<file path="src/rtl/riot_pkg.sv">
`default_nettype none

package riot_pkg;

   // Transaction kinds carried on the request channel.
   typedef enum logic [1:0] {
      MODE_READ  = 2'd0,
      MODE_WRITE = 2'd1,
      MODE_TICK  = 2'd2,
      MODE_IDLE  = 2'd3
   } mode_type;

   // Register select, taken from address bits 2..0.
   localparam logic [2:0] SEL_PORT_A  = 3'd0;
   localparam logic [2:0] SEL_DDR_A   = 3'd1;
   localparam logic [2:0] SEL_PORT_B  = 3'd2;
   localparam logic [2:0] SEL_DDR_B   = 3'd3;
   localparam logic [2:0] SEL_TIMER_0 = 3'd4;
   localparam logic [2:0] SEL_TIMER_2 = 3'd6;
   localparam logic [2:0] SEL_STATUS  = 3'd7;

   // Address bit that carries the interrupt enable on timer accesses.
   localparam int IRQ_EN_BIT = 3;

   localparam int PRESCALE_W = 10;

   localparam logic [7:0] READ_IDLE    = 8'hff;
   localparam logic [7:0] STATUS_FLAG  = 8'h80;
   localparam logic [7:0] STATUS_CLEAR = 8'h00;

   typedef enum logic [1:0] {
      DIV_1    = 2'd0,
      DIV_8    = 2'd1,
      DIV_64   = 2'd2,
      DIV_1024 = 2'd3
   } prescale_type;

   // Last prescaler count before the interval counter steps.
   function automatic logic [PRESCALE_W-1:0] prescale_last(input prescale_type sel);
      logic [PRESCALE_W-1:0] last;
      case (sel)
         DIV_1:    last = PRESCALE_W'(0);
         DIV_8:    last = PRESCALE_W'(7);
         DIV_64:   last = PRESCALE_W'(63);
         DIV_1024: last = PRESCALE_W'(1023);
         default:  last = PRESCALE_W'(0);
      endcase
      return last;
   endfunction

endpackage

`default_nettype wire

</file>
<file path="src/rtl/riot_ports_and_interval_timer.sv">
`default_nettype none

// Two 8-bit I/O ports with direction registers and an 8-bit interval timer.
// Each request transaction is a bus read, a bus write, or one timer tick (mode 3 is an
// idle transaction), and each produces exactly one response transaction carrying the read
// data (0xFF on anything but a read), both output latches, the port write strobes and
// the timer interrupt pulse. Port reads return the pin level on input bits and the latch on
// output bits. A write to offsets 4..7 starts the timer with the written count, a divide
// ratio of 1, 8, 64 or 1024 from address bits 1..0, and the interrupt enable from address
// bit 3; the timer then expires every ratio*(count+1) ticks. Reading the status register
// (offset 7) returns the expiry flag in bit 7 and clears it. Offsets 8..15 mirror 0..7.
// Throughput is one transaction per clock cycle while the response is not stalled. A
// transaction is held in the input register, then in the response register that drives
// the response port; the register update and response computation are combinational
// between those two registers. When the response is stalled, the input register still
// takes one more transaction before req_ready drops.
module riot_ports_and_interval_timer
   import riot_pkg::*;
(
   input  wire logic       clock,
   input  wire logic       reset,

   input  wire logic       req_valid,
   output logic            req_ready,
   input  wire logic [1:0] req_mode,
   input  wire logic [3:0] req_address,
   input  wire logic [7:0] req_write_data,
   input  wire logic [7:0] req_port_a_pins,
   input  wire logic [7:0] req_port_b_pins,

   output logic            rsp_valid,
   input  wire logic       rsp_ready,
   output logic [7:0]      rsp_read_data,
   output logic [7:0]      rsp_port_a_drive,
   output logic [7:0]      rsp_port_b_drive,
   output logic            rsp_port_a_strobe,
   output logic            rsp_port_b_strobe,
   output logic            rsp_irq_pulse
);

   // Input register.
   logic       in_valid_ff, in_valid_in;
   mode_type   in_mode_ff;
   logic [3:0] in_address_ff;
   logic [7:0] in_write_data_ff;
   logic [7:0] in_pins_a_ff;
   logic [7:0] in_pins_b_ff;

   // Block state.
   logic [7:0]            out_latch_a_ff, out_latch_a_in;
   logic [7:0]            direction_a_ff, direction_a_in;
   logic [7:0]            out_latch_b_ff, out_latch_b_in;
   logic [7:0]            direction_b_ff, direction_b_in;
   logic                  irq_enable_ff, irq_enable_in;
   logic                  expired_flag_ff, expired_flag_in;
   logic                  timer_running_ff, timer_running_in;
   logic [7:0]            interval_count_ff, interval_count_in;
   logic [7:0]            reload_value_ff, reload_value_in;
   prescale_type          prescale_select_ff, prescale_select_in;
   logic [PRESCALE_W-1:0] prescale_count_ff, prescale_count_in;

   // Response register.
   logic       rsp_valid_ff, rsp_valid_in;
   logic [7:0] rsp_read_data_ff, rsp_read_data_in;
   logic [7:0] rsp_drive_a_ff;
   logic [7:0] rsp_drive_b_ff;
   logic       rsp_strobe_a_ff, rsp_strobe_a_in;
   logic       rsp_strobe_b_ff, rsp_strobe_b_in;
   logic       rsp_irq_ff, rsp_irq_in;

   logic       advance;
   logic       req_take;
   logic [2:0] sel;
   logic       addr_irq_en;

   // The input register hands its transaction on whenever the response slot is
   // empty or being emptied in this cycle.
   assign advance   = in_valid_ff && (!rsp_valid_ff || rsp_ready);
   assign req_ready = !in_valid_ff || advance;
   assign req_take  = req_valid && req_ready;

   assign sel         = in_address_ff[2:0];
   assign addr_irq_en = in_address_ff[IRQ_EN_BIT];

   always_comb begin
      in_valid_in = in_valid_ff;
      if (req_take) begin
         in_valid_in = 1'b1;
      end else if (advance) begin
         in_valid_in = 1'b0;
      end

      rsp_valid_in = rsp_valid_ff;
      if (advance) begin
         rsp_valid_in = 1'b1;
      end else if (rsp_ready) begin
         rsp_valid_in = 1'b0;
      end
   end

   // Register file and timer update for the transaction in the input register.
   always_comb begin
      out_latch_a_in     = out_latch_a_ff;
      direction_a_in     = direction_a_ff;
      out_latch_b_in     = out_latch_b_ff;
      direction_b_in     = direction_b_ff;
      irq_enable_in      = irq_enable_ff;
      expired_flag_in    = expired_flag_ff;
      timer_running_in   = timer_running_ff;
      interval_count_in  = interval_count_ff;
      reload_value_in    = reload_value_ff;
      prescale_select_in = prescale_select_ff;
      prescale_count_in  = prescale_count_ff;
      rsp_read_data_in   = READ_IDLE;
      rsp_strobe_a_in    = 1'b0;
      rsp_strobe_b_in    = 1'b0;
      rsp_irq_in         = 1'b0;

      case (in_mode_ff)
         MODE_READ: begin
            case (sel) inside
               SEL_PORT_A: begin
                  rsp_read_data_in = (in_pins_a_ff & ~direction_a_ff) |
                                     (out_latch_a_ff & direction_a_ff);
               end
               SEL_DDR_A: begin
                  rsp_read_data_in = direction_a_ff;
               end
               SEL_PORT_B: begin
                  rsp_read_data_in = (in_pins_b_ff & ~direction_b_ff) |
                                     (out_latch_b_ff & direction_b_ff);
               end
               SEL_DDR_B: begin
                  rsp_read_data_in = direction_b_ff;
               end
               [SEL_TIMER_0:SEL_TIMER_2]: begin
                  // Timer reads also update the interrupt enable.
                  rsp_read_data_in = interval_count_ff;
                  irq_enable_in    = addr_irq_en;
               end
               SEL_STATUS: begin
                  // Reading the status clears the expiry flag.
                  rsp_read_data_in = expired_flag_ff ? STATUS_FLAG : STATUS_CLEAR;
                  expired_flag_in  = 1'b0;
                  irq_enable_in    = addr_irq_en;
               end
               default: begin
                  rsp_read_data_in = READ_IDLE;
               end
            endcase
         end

         MODE_WRITE: begin
            case (sel) inside
               SEL_PORT_A: begin
                  out_latch_a_in  = in_write_data_ff;
                  rsp_strobe_a_in = 1'b1;
               end
               SEL_DDR_A: begin
                  direction_a_in = in_write_data_ff;
               end
               SEL_PORT_B: begin
                  out_latch_b_in  = in_write_data_ff;
                  rsp_strobe_b_in = 1'b1;
               end
               SEL_DDR_B: begin
                  direction_b_in = in_write_data_ff;
               end
               [SEL_TIMER_0:SEL_STATUS]: begin
                  // Timer start: load count and ratio, restart the prescaler.
                  expired_flag_in    = 1'b0;
                  irq_enable_in      = addr_irq_en;
                  reload_value_in    = in_write_data_ff;
                  interval_count_in  = in_write_data_ff;
                  prescale_select_in = prescale_type'(sel[1:0]);
                  prescale_count_in  = '0;
                  timer_running_in   = 1'b1;
               end
               default: begin
                  rsp_strobe_a_in = 1'b0;
               end
            endcase
         end

         MODE_TICK: begin
            if (timer_running_ff) begin
               if (prescale_count_ff != prescale_last(prescale_select_ff)) begin
                  prescale_count_in = prescale_count_ff + PRESCALE_W'(1);
               end else begin
                  prescale_count_in = '0;
                  if (interval_count_ff != 8'd0) begin
                     interval_count_in = interval_count_ff - 8'd1;
                  end else begin
                     // Expiry: reload, flag it, and pulse the interrupt if enabled.
                     interval_count_in = reload_value_ff;
                     expired_flag_in   = 1'b1;
                     rsp_irq_in        = irq_enable_ff;
                  end
               end
            end
         end

         default: begin
            // Idle transaction: nothing changes.
            rsp_read_data_in = READ_IDLE;
         end
      endcase
   end

   always_ff @(posedge clock) begin
      if (reset) begin
         in_valid_ff        <= 1'b0;
         rsp_valid_ff       <= 1'b0;
         out_latch_a_ff     <= '0;
         direction_a_ff     <= '0;
         out_latch_b_ff     <= '0;
         direction_b_ff     <= '0;
         irq_enable_ff      <= 1'b0;
         expired_flag_ff    <= 1'b0;
         timer_running_ff   <= 1'b0;
         interval_count_ff  <= '0;
         reload_value_ff    <= '0;
         prescale_select_ff <= DIV_1;
         prescale_count_ff  <= '0;
      end else begin
         in_valid_ff  <= in_valid_in;
         rsp_valid_ff <= rsp_valid_in;
         if (advance) begin
            out_latch_a_ff     <= out_latch_a_in;
            direction_a_ff     <= direction_a_in;
            out_latch_b_ff     <= out_latch_b_in;
            direction_b_ff     <= direction_b_in;
            irq_enable_ff      <= irq_enable_in;
            expired_flag_ff    <= expired_flag_in;
            timer_running_ff   <= timer_running_in;
            interval_count_ff  <= interval_count_in;
            reload_value_ff    <= reload_value_in;
            prescale_select_ff <= prescale_select_in;
            prescale_count_ff  <= prescale_count_in;
         end
      end
   end

   // Payload registers carry no reset.
   always_ff @(posedge clock) begin
      if (req_take) begin
         in_mode_ff       <= mode_type'(req_mode);
         in_address_ff    <= req_address;
         in_write_data_ff <= req_write_data;
         in_pins_a_ff     <= req_port_a_pins;
         in_pins_b_ff     <= req_port_b_pins;
      end
      if (advance) begin
         rsp_read_data_ff <= rsp_read_data_in;
         rsp_drive_a_ff   <= out_latch_a_in;
         rsp_drive_b_ff   <= out_latch_b_in;
         rsp_strobe_a_ff  <= rsp_strobe_a_in;
         rsp_strobe_b_ff  <= rsp_strobe_b_in;
         rsp_irq_ff       <= rsp_irq_in;
      end
   end

   assign rsp_valid         = rsp_valid_ff;
   assign rsp_read_data     = rsp_read_data_ff;
   assign rsp_port_a_drive  = rsp_drive_a_ff;
   assign rsp_port_b_drive  = rsp_drive_b_ff;
   assign rsp_port_a_strobe = rsp_strobe_a_ff;
   assign rsp_port_b_strobe = rsp_strobe_b_ff;
   assign rsp_irq_pulse     = rsp_irq_ff;

   // An interrupt pulse always comes with the expiry flag set and shows up on
   // the response of the same transaction.
   assert property (@(posedge clock) disable iff (reset)
      (advance && rsp_irq_in) |=> (expired_flag_ff && rsp_irq_pulse && rsp_valid))
      else $error("irq pulse without expiry flag or response");

   // The prescaler never runs past the terminal count of the selected ratio.
   assert property (@(posedge clock) disable iff (reset)
      prescale_count_ff <= prescale_last(prescale_select_ff))
      else $error("prescaler beyond terminal count");

   // A port write strobe is never reported together with read data, nor on both ports at once.
   assert property (@(posedge clock) disable iff (reset)
      (rsp_valid && (rsp_port_a_strobe || rsp_port_b_strobe)) |->
         (rsp_read_data == READ_IDLE && !(rsp_port_a_strobe && rsp_port_b_strobe)))
      else $error("strobe on a read response");

endmodule

`default_nettype wire

</file>
<file path="config.mk">
export PLATFORM = sky130hd
export DESIGN_NAME = riot_ports_and_interval_timer
export DESIGN_NICKNAME = d
export VERILOG_FILES = /design/src/rtl/riot_pkg.sv /design/src/rtl/riot_ports_and_interval_timer.sv
export SDC_FILE = /design/constraint.sdc
export NUM_CORES = 1
export LEC_CHECK = 0
export BUFFER_PORTS_ARGS = -buffer_cell sky130_fd_sc_hd__buf_4
export CAP_MARGIN = 20
export CORE_MARGIN = 2
export CORE_UTILIZATION = 35
export CTS_CLUSTER_DIAMETER = 150
export DETAILED_ROUTE_END_ITERATION = 10
export SLEW_MARGIN = 30
export SYNTH_ARGS = -nofsm -noshare
export SYNTH_HDL_FRONTEND = slang
export SYNTH_SLANG_ARGS = --single-unit
</file>
<file path="constraint.sdc">
create_clock -name clock -period 6.2 [get_ports clock]
set_input_delay 0.62 -clock clock [delete_from_list [all_inputs] [get_ports clock]]
set_output_delay 0.62 -clock clock [all_outputs]
set_load 0.03 [all_outputs]
</file>
* Yosys cells after proc, flatten, opt, wreduce, memory -nomap -nowiden
Cells that the tools add are included. Widths: inputs -> output; s select.
Operators by class: equal/unequal tests 25, $add $sub $neg 2, reductions and logical operators 26, order comparisons 3, bitwise gates (word level) 15, mux-type cells 66, shifts and indexed selects 0, multiply operators 0, div/mod/pow operators 0
Operators with widths (number):
- $mux 8 | 21
- $mux 10 | 9
- $pmux 10 s4 | 1
- $and 8x8->8 | 4
- $mux 1 | 31
- $ne 2x2->1 const B | 14
- $pmux 10 s2 | 1
- $not 8->8 | 2
- $or 8x8->8 | 2
- $pmux 8 s2 | 1
- $reduce_and 16->1 | 1
- $reduce_and 12->1 | 1
- $add 10x1->10 const B | 1
- $ne 10x10->1 | 1
- $reduce_and 9->1 | 1
- $reduce_and 8->1 | 1
- $reduce_bool 2->1 | 4
- $reduce_bool 8->1 | 1
- $sub 8x1->8 const B | 1
- $not 1->1 | 7
- $reduce_and 7->1 | 1
- $eq 2x2->1 const B | 3
- $eq 3x2->1 const B | 2
- $le 3x3->1 const B | 2
- other kinds (17) | 24
Word-level totals: word-level logic and storage cells 161, memory bits (writable) 0, bits in registers 122, bits in latches 0, bits of input ports 34, memories 0, ROM bits 0, output and inout bits 29

* Depth between registers and ports, before layout
Gate-level depths: netlist of the first run.
depth after elaboration 8, mapped depth 9, depth with buffers taken out 7

* Least setup slack after synthesis of the first run
OpenSTA, ideal clock, no wires.
kind input port to flip-flop, start point input port rsp_ready, end point register expired_flag_ff, stages on the path 6, data required time 6.121 ns, slack 3.834 ns, arrival time 2.287 ns, library setup time 0.079 ns, cells stage by stage nand2b_1 > nand2_1 > inv_2 > clkbuf_1 > a31oi_1 > nor3_1
Between the ends: longest elaborated chain between the ends 3
RTL lines:
- start, declared | RTL line riot_ports_and_interval_timer.sv:32 | input wire logic rsp_ready,
- $logic_or 1x1->1 | RTL line riot_ports_and_interval_timer.sv:78 | assign advance = in_valid_ff && (!rsp_valid_ff || rsp_ready);
- $logic_and 1x1->1 | RTL line riot_ports_and_interval_timer.sv:78
- via advance | RTL line riot_ports_and_interval_timer.sv:71 | logic advance;
- $reduce_and 16->1 (no line)
- end signal, assigned | RTL line riot_ports_and_interval_timer.sv:234 | expired_flag_ff <= expired_flag_in;
- end, declared | RTL line riot_ports_and_interval_timer.sv:55 | logic expired_flag_ff, expired_flag_in;
The timed path passes the listed nets, and every way through them passes these cells. A chain may end at the register's enable or synchronous reset.

* Worst setup path after layout of the first run
start point register in_address_ff[2], end point register out_latch_b_ff[1]
Between the ends: longest elaborated chain between the ends 5, elaborated cells between the ends (all ways) 7
RTL lines:
- start, declared | RTL line riot_ports_and_interval_timer.sv:44 | logic [3:0] in_address_ff;
- start signal, assigned | RTL line riot_ports_and_interval_timer.sv:248 | in_address_ff <= req_address;
- $eq 3x2->1 (no line)
- $mux 8 (2 in series) | RTL line riot_ports_and_interval_timer.sv:154 | case (sel) inside
- $mux 8 (*) | RTL line riot_ports_and_interval_timer.sv:154
- $mux 8 (*) | RTL line riot_ports_and_interval_timer.sv:119 | case (in_mode_ff)
- end signal, assigned | RTL line riot_ports_and_interval_timer.sv:231 | out_latch_b_ff <= out_latch_b_in;
- end, declared | RTL line riot_ports_and_interval_timer.sv:52 | logic [7:0] out_latch_b_ff, out_latch_b_in;
Every way passes the cells marked *; elsewhere a longest branch is shown, timed or not.

==> qor.txt, run 1 <==
Rows -> 45
Final min period -> 2570 ps
RSZ-0062 raised after global routing -> false
Maximum clock rate -> 389 MHz
Initial DRC Count -> 251
Clock latency on the worst-skew pair -> 420 ps
Top-area cell type share of the netlist area -> 32.1%
Clk pwr share -> 47.9%
Synth Area in Adders -> 0.705%
Hold Path Class -> primary input to register
Post-layout nets -> 596
Combinational share of power -> 6.5%
Number of synthesized flops with an enable pin -> 57
Worst Max-Slew Pin Slew -> 928 ps
Maximum number of pins on one net before global-route repair -> 62
Post-Synth Simple-Gate Area -> 14.9%
Tcrit/Tclk final -> 41.4%
Hold path depth -> 1
Total clock sinks -> 122
Avg Vias per Cell -> 5.27
Clock tree buffer depth -> 2
Hold Buf Count CTS -> 0
CP Cell Sequence -> nor2b_1 -> nand3_1 -> inv_2 -> nand2_1 -> mux2i_1 -> nor2_1
Worst Path Max Fanout -> 9
IO Port Bufs -> 62
Mux share of post-synthesis cell area -> 9.84%
N_diodes -> 0
Initial core utilization -> 35.4%
Mapped Nets -> 542
Main combinational cell family by area after synthesis -> simple AND/OR/NAND/NOR gates
Cell taking the most area after synthesis -> edfxtp_1
Endpoints failing hold -> 0
CTS Root Cell -> clkbuf_16
Worst vdd ir -> 0.184 mV
Setup TNS -> 0 ps
CP Launch Type -> register
Fillers -> 1421
Chip height -> 127 µm
Drt drc -> 0
Crit. End Element -> register
XOR/XNOR Fraction of Synth Area -> 1.48%
Critical-path top delay cell -> nor2b_1
Reg2Reg Depth -> 6
Area Growth Syn to Fin -> 21.7%
Vias -> 4003
Layout cells sized above 1 -> 17.7%
Core ar. -> 15000 µm²
Drt wl/cell -> 16.7 µm
Placer congestion estimate -> 0.854
Cell Area, Synth -> 5330 µm²
Inst Count DP -> 728
Slew Limit Headroom -> 38.0%
Initial antenna violation count -> 0
Top-count cell post-synth -> dfxtp_1
Sw Ratio -> 22.2%
Crit Path Category -> register to register
Final WS setup -> 3630 ps
Worst endpoint required time -> 6480 ps
Max cap viols -> 0
Clock-pin slew on the worst setup and hold paths -> 50 ps
Status -> completed
Total power draw -> 1.95 mW
Post-Place Setup Slack -> 3400 ps
Synth area leaders -> edfxtp_1 32%, dfxtp_1 24%, mux2i_1 6.2%
Compound-Gate Fraction of Synth Area -> 13.3%
Leakage -> 2.68 nW
CTS resizes -> 0
Drt total wl -> 12700 µm
Worst clock skew -> 6.53 ps
Main synth FF type -> dfxtp_1
Max-slew violations -> 0
Power Density -> 301 nW/µm²
I/O pins -> 63
Synth top cells by count -> 65 x dfxtp_1, 57 x edfxtp_1, 50 x nor2_1, 48 x nand2_1, 35 x o21ai_0
HPWL Detailed -> 8560 µm
Die Area -> 16200 µm²
Syn Area/Cell -> 10.5 µm²
Ys Warns -> 0
Final Setup Violations -> 0
Fin cells -> 760
NetSw -> 0.434 mW
Antenna Nets Post-Route -> 0
H-tree depth -> 4
Flops & latches, synth -> 122
Largest stage delay, worst path -> 580 ps
CP Data Arrival Time -> 2850 ps
GR Util All Layers -> 16.4%
Gate Count Post-Synth -> 505
Pre-antenna DRT Iters -> 5
CTS tree -> yes
Post-synthesis sequential area ratio -> 56.6%
Die Width -> 127 µm
Grt ovf -> 0
Vias in the first global route -> 3819
First-pass GRT wire length -> 20500 µm
Reg power frac -> 45.6%
Post CTS Setup Buffer Count -> 0
Synth cell types -> 52
Ys async rst share -> 0%
Cts bufs inserted -> 17
Internal Power -> 1.52 mW
[cells in the final DEF, fill, tap and decap left out, drive strengths merged, types with 3 or more instances in the layout]
cell     n
and3     4
and2     5
or3      4
nand4    9
mux2i   34
clkinv  10
dfxtp   65
nor2b    4
edfxtp  57
o31ai    8
mux2    16
buf     65
xor2     6
nor2    51
a211oi   5
clkbuf  21
o22ai    3
nand3   11
o21ai   40
inv     10
a31oi    6
a21oi   34
nand2b   3
a22oi    9
xnor2    3
or2      3
nand2   48
ha       3
nor3    12
[final cells by class]
class | instances | area (µm²) | area share, %
Tap cell | 188 | 235 | 3.63
Sequential cell | 122 | 3010 | 46.5
Timing Repair Buffer | 65 | 488 | 7.53
Clock buffer | 21 | 460 | 7.10
Clock inverter | 11 | 104 | 1.60
Inverter | 11 | 41.3 | 0.637
Multi-Input combinational cell | 342 | 2140 | 33.0
[routing by layer]
metal	global-route usage (%)	routed length, µm	part of all wire (%)
met1	22.3	5870	46
met2	25.1	5940	47
met3	3.48	572	4.5
met4	7.76	323	2.5
met5	0	0	0
[power groups by stage]
stage	clock, mW	sequential [mW]	combinational [mW]
after floorplan	0	0.913	0.0670
after global placement	0	0.906	0.126
after detailed placement	0	0.907	0.127
after CTS	0.953	0.890	0.128
after global routing	0.987	0.893	0.139
final	0.935	0.891	0.127
[state kept, by name (all words and copies together) (netlist names), 8 cells and up]
signal	cells
in_pins_a_ff	8
reload_value_ff	8
rsp_read_data	8
in_write_data_ff	8
direction_b_ff	8
out_latch_b_ff	8
interval_count_ff	8
direction_a_ff	8
out_latch_a_ff	8
prescale_count_ff	10
rsp_port_b_drive	8
in_pins_b_ff	8
rsp_port_a_drive	8
[worst max-delay path: cells and delay by family (launching register included)]
family	cells	cell delay, ps
buf+inv	1	190
flops	1	490
mux	1	270
simple gates	4	1470
[logic make-up (layout without fill, tap and decap cells)]
family | after synthesis | after routing
adders and majority gates | 3 | 3
DFF | 122 | 122
and+or+nand+nor | 165 | 165
muxes | 50 | 50
AOI/OAI and AO/OA | 115 | 115
xor gates and xnor gates | 9 | 9
buffers and inverters | 41 | 108
[final timing paths]
kind / from / end / slack, ps
max reg2reg: in_address_ff[2] / out_latch_b_ff[1] / 3630
max: in_address_ff[2] / out_latch_b_ff[1] / 3630
min reg2reg: out_latch_a_ff[3] / out_latch_a_ff[3] / 480
min: req_port_b_pins[4] / in_pins_b_ff[4] / 380
[metrics by stage]
stage               utilization, %  hold slack (ps)  instance area (µm²)
finish                        43.1              377                 6480
global route                  43.1              363                 6480
CTS                           43.1              362                 6480
detailed placement            39.4              467                 5920
global placement              39.4              460                 5920
floorplan                        -              442                 5330
No activity file was read; power rests on OpenSTA's default activity.
==> run 2, diff against run 1 <==
- ABC_AREA: default -> 1
- clock period: 6.2 -> 2.5 ns (I/O delays scaled with it)
==> run 2 against run 1 <==
Worst hold slack got worse by 360 ps. Die area is 2.0% higher. Clock skew grew 4.0 ps. Fmax increased by 20%. Clock power grew to 2.6 times the previous value. Final cell count is 19% higher. Synthesized cell count grew 25%. Cell area rose by 4.2%. Core utilization increased by 1.3 points. Sequential power rose to 2.5 times the previous value. Critical endpoint is now direction_a_ff[7]. Highest routed layer unchanged.
==> qor.txt, run 2 <==
Hold Path Class -> primary input to register (unchanged)
Synth top cells by count -> 111 x nand2_1, 89 x inv_1, 66 x nor2_1, 65 x dfxtp_1, 57 x edfxtp_1 (was 65 x dfxtp_1, 57 x edfxtp_1, 50 x nor2_1, 48 x nand2_1, 35 x o21ai_0)
Total clock sinks -> 122 (unchanged)
Worst endpoint required time -> 2800 ps (was 6480 ps)
Power Density -> 753 nW/µm² (was 301 nW/µm²)
Largest register FFs -> 10 (unchanged)
Final Setup Violations -> 0 (unchanged)
RSZ-0062 raised after global routing -> false (unchanged)
Clock latency on the worst-skew pair -> 410 ps (was 420 ps)
Crit Path Category -> register to register (unchanged)
Cell taking the most area after synthesis -> edfxtp_1 (unchanged)
Main synth FF type -> dfxtp_1 (unchanged)
Top-count cell post-synth -> nand2_1 (was dfxtp_1)
Initial antenna violation count -> 0 (unchanged)
Number of synthesized flops with an enable pin -> 57 (unchanged)
Hold path depth -> 1 (unchanged)
Cts bufs inserted -> 17 (unchanged)
Post CTS Setup Buffer Count -> 0 (unchanged)
Critical-path top delay cell -> nor4_4 (was nor2b_1)
Most common cell after layout, fill and taps aside -> nand2_1
N_diodes -> 0 (unchanged)
Area Growth Syn to Fin -> 24.3% (was 21.7%)
CP Data Arrival Time -> 2440 ps (was 2850 ps)
Grt ovf -> 0 (unchanged)
Syn Area/Cell -> 8.61 µm² (was 10.5 µm²)
Vias -> 4518 (was 4003)
CP Cell Sequence -> nor2_2 -> inv_1 -> nor4_4 -> nor2_1 -> a211oi_1 (was nor2b_1 -> nand3_1 -> inv_2 -> nand2_1 -> mux2i_1 -> nor2_1)
Ys Warns -> 0 (unchanged)
CTS tree -> yes (unchanged)
Commonest non-fill, non-tap cells in the layout -> 111 x nand2_1, 89 x inv_1, 71 x buf_4 (was 65 x dfxtp_1, 65 x buf_4, 57 x edfxtp_1)
First-pass GRT wire length -> 22100 µm (was 20500 µm)
Worst Max-Slew Pin Slew -> 796 ps (was 928 ps)
Worst Path Max Fanout -> 16 (was 9)
Initial DRC Count -> 265 (was 251)
Ys async rst share -> 0% (unchanged)
Drt drc -> 0 (unchanged)
Tcrit/Tclk final -> 85.3% (was 41.4%)
CTS Root Cell -> clkbuf_16 (unchanged)
Slew Limit Headroom -> 46.6% (was 38.0%)
I/O pins -> 63 (unchanged)
Leakage -> 2.80 nW (was 2.68 nW)
Status -> completed (unchanged)
Top-area cell type share of the netlist area -> 31.5% (was 32.1%)
Clock tree buffer depth -> 2 (unchanged)
Reg2Reg Depth -> 5 (was 6)
Antenna Nets Post-Route -> 0 (unchanged)
Flops & latches, synth -> 122 (unchanged)
Worst clock skew -> 10.5 ps (was 6.53 ps)
Top reg by flops -> prescale_count_ff (unchanged)
Pre-antenna DRT Iters -> 7 (was 5)
Clock-pin slew on the worst setup and hold paths -> 50 ps (about the same)
H-tree depth -> 4 (unchanged)
Largest stage delay, worst path -> 690 ps (was 580 ps)
Endpoints failing hold -> 0 (unchanged)
Avg Vias per Cell -> 4.99 (was 5.27)
Rows -> 45 (unchanged)
Max-slew violations -> 0 (unchanged)
Placer congestion estimate -> 0.885 (was 0.854)
Core ar. -> 15200 µm² (was 15000 µm²)
Cell Area, Synth -> 5430 µm² (was 5330 µm²)
Final min period -> 2130 ps (was 2570 ps)
CTS resizes -> 0 (unchanged)
Synth cell types -> 39 (was 52)
Post-synthesis sequential area ratio -> 55.4% (was 56.6%)
Gate Count Post-Synth -> 631 (was 505)
Worst vdd ir -> 0.437 mV (was 0.184 mV)
Post-layout nets -> 742 (was 596)
Chip height -> 129 µm (was 127 µm)
Crit. End Element -> register (unchanged)
Maximum number of pins on one net before global-route repair -> 34 (was 62)
Max cap viols -> 0 (unchanged)
HPWL Detailed -> 9600 µm (was 8560 µm)
CP Launch Type -> register (unchanged)
Die Width -> 129 µm (was 127 µm)
Total power draw -> 5.09 mW (was 1.95 mW)
GR Util All Layers -> 17.3% (was 16.4%)
Drt total wl -> 13500 µm (was 12700 µm)
Layout cells sized above 1 -> 17.1% (was 17.7%)
Maximum clock rate -> 469 MHz (was 389 MHz)
Die Area -> 16500 µm² (was 16200 µm²)
Mapped Nets -> 668 (was 542)
IO Port Bufs -> 62 (unchanged)
Initial core utilization -> 35.7% (was 35.4%)
Vias in the first global route -> 4409 (was 3819)
Synth area leaders -> edfxtp_1 31%, dfxtp_1 24%, nand2_1 7.7% (was edfxtp_1 32%, dfxtp_1 24%, mux2i_1 6.2%)
Setup TNS -> 0 ps (unchanged)
Drt wl/cell -> 14.9 µm (was 16.7 µm)
==> run 2: cell count changes in the layout (fill, tap and decap cells not counted), moves of 6 or more <==
| cell | before | now |
|---|---|---|
| nor2_1 | 50 | 66 |
| a21oi_1 | 34 | 56 |
| o21ai_0 | 35 | 55 |
| nand3_1 | 11 | 24 |
| buf_4 | 65 | 71 |
| a22oi_1 | 9 | 0 |
| inv_1 | 7 | 89 |
| o21ai_2 | 0 | 9 |
| mux2_1 | 16 | 0 |
| nand2_1 | 48 | 111 |
| o21ai_1 | 5 | 11 |
| nand4_1 | 9 | 3 |
| mux2i_1 | 33 | 0 |
==> run 2: cell families after synthesis <==
family	share of synthesized area (%)
xor gates and xnor gates	0.322
DFF	55.4
buffers and inverters	8.36
adders and majority gates	0.691
AOI/OAI and AO/OA	17.2
and+or+nand+nor	18.0
==> run 2: cell type report <==
cell class,count,area (µm²)
Clock buffer,24,502
Clock inverter,8,91.3
Fill cell,1436,8450
Inverter,92,345
Multi-Input combinational cell,395,1970
Sequential cell,122,3010
Tap cell,188,235
Timing Repair Buffer,77,603
==> run 2: where the power goes <==
group          switching (mW)  internal (mW)  total [mW]
Clock                   0.825           1.59        2.41
Combinational           0.288          0.154       0.442
Sequential             0.0475           2.19        2.23
==> run 2: metal layers <==
layer	vias to the layer above	wire, µm	global-route usage (%)
li1	2275	-	-
met1	2103	6200	22.5
met2	119	6420	27.9
met3	21	601	4.16
met4	0	272	7.16
met5	-	0	0
==> run 2: final timing paths <==
check / end / from / slack, ps
setup / recovery: direction_a_ff[7] / in_address_ff[2] / 370
hold / removal: in_pins_b_ff[2] / req_port_b_pins[2] / 20
setup reg to reg: direction_a_ff[7] / in_address_ff[2] / 370
hold reg to reg: direction_b_ff[5] / direction_b_ff[5] / 470
==> run 2: per-stage QoR <==
step	setup WS, ps	util [%]	hold slack (ps)	cells	instance area, µm²
after floorplan	182	-	349	631	5430
after global placement	528	40.2	428	869	6110
after detailed placement	426	40.2	429	869	6110
after CTS	426	44.1	1.40	901	6710
after global routing	169	44.4	0.564	906	6760
final	366	44.4	21.3	906	6760
==> run 2: worst max-delay path, delay by kind of cell, from the launching register on <==
kind,cells,cell delay [ps]
AND/OR/NAND/NOR,3,1170
flip-flops,1,470
AO/OA/AOI/OAI,1,230
buffers and inverters,1,160
==> run 2: timing repair <==
item	CTS	global route
endpoints found under the hold margin	0	5
setup endpoints to repair	0	0
hold buffers	0	5
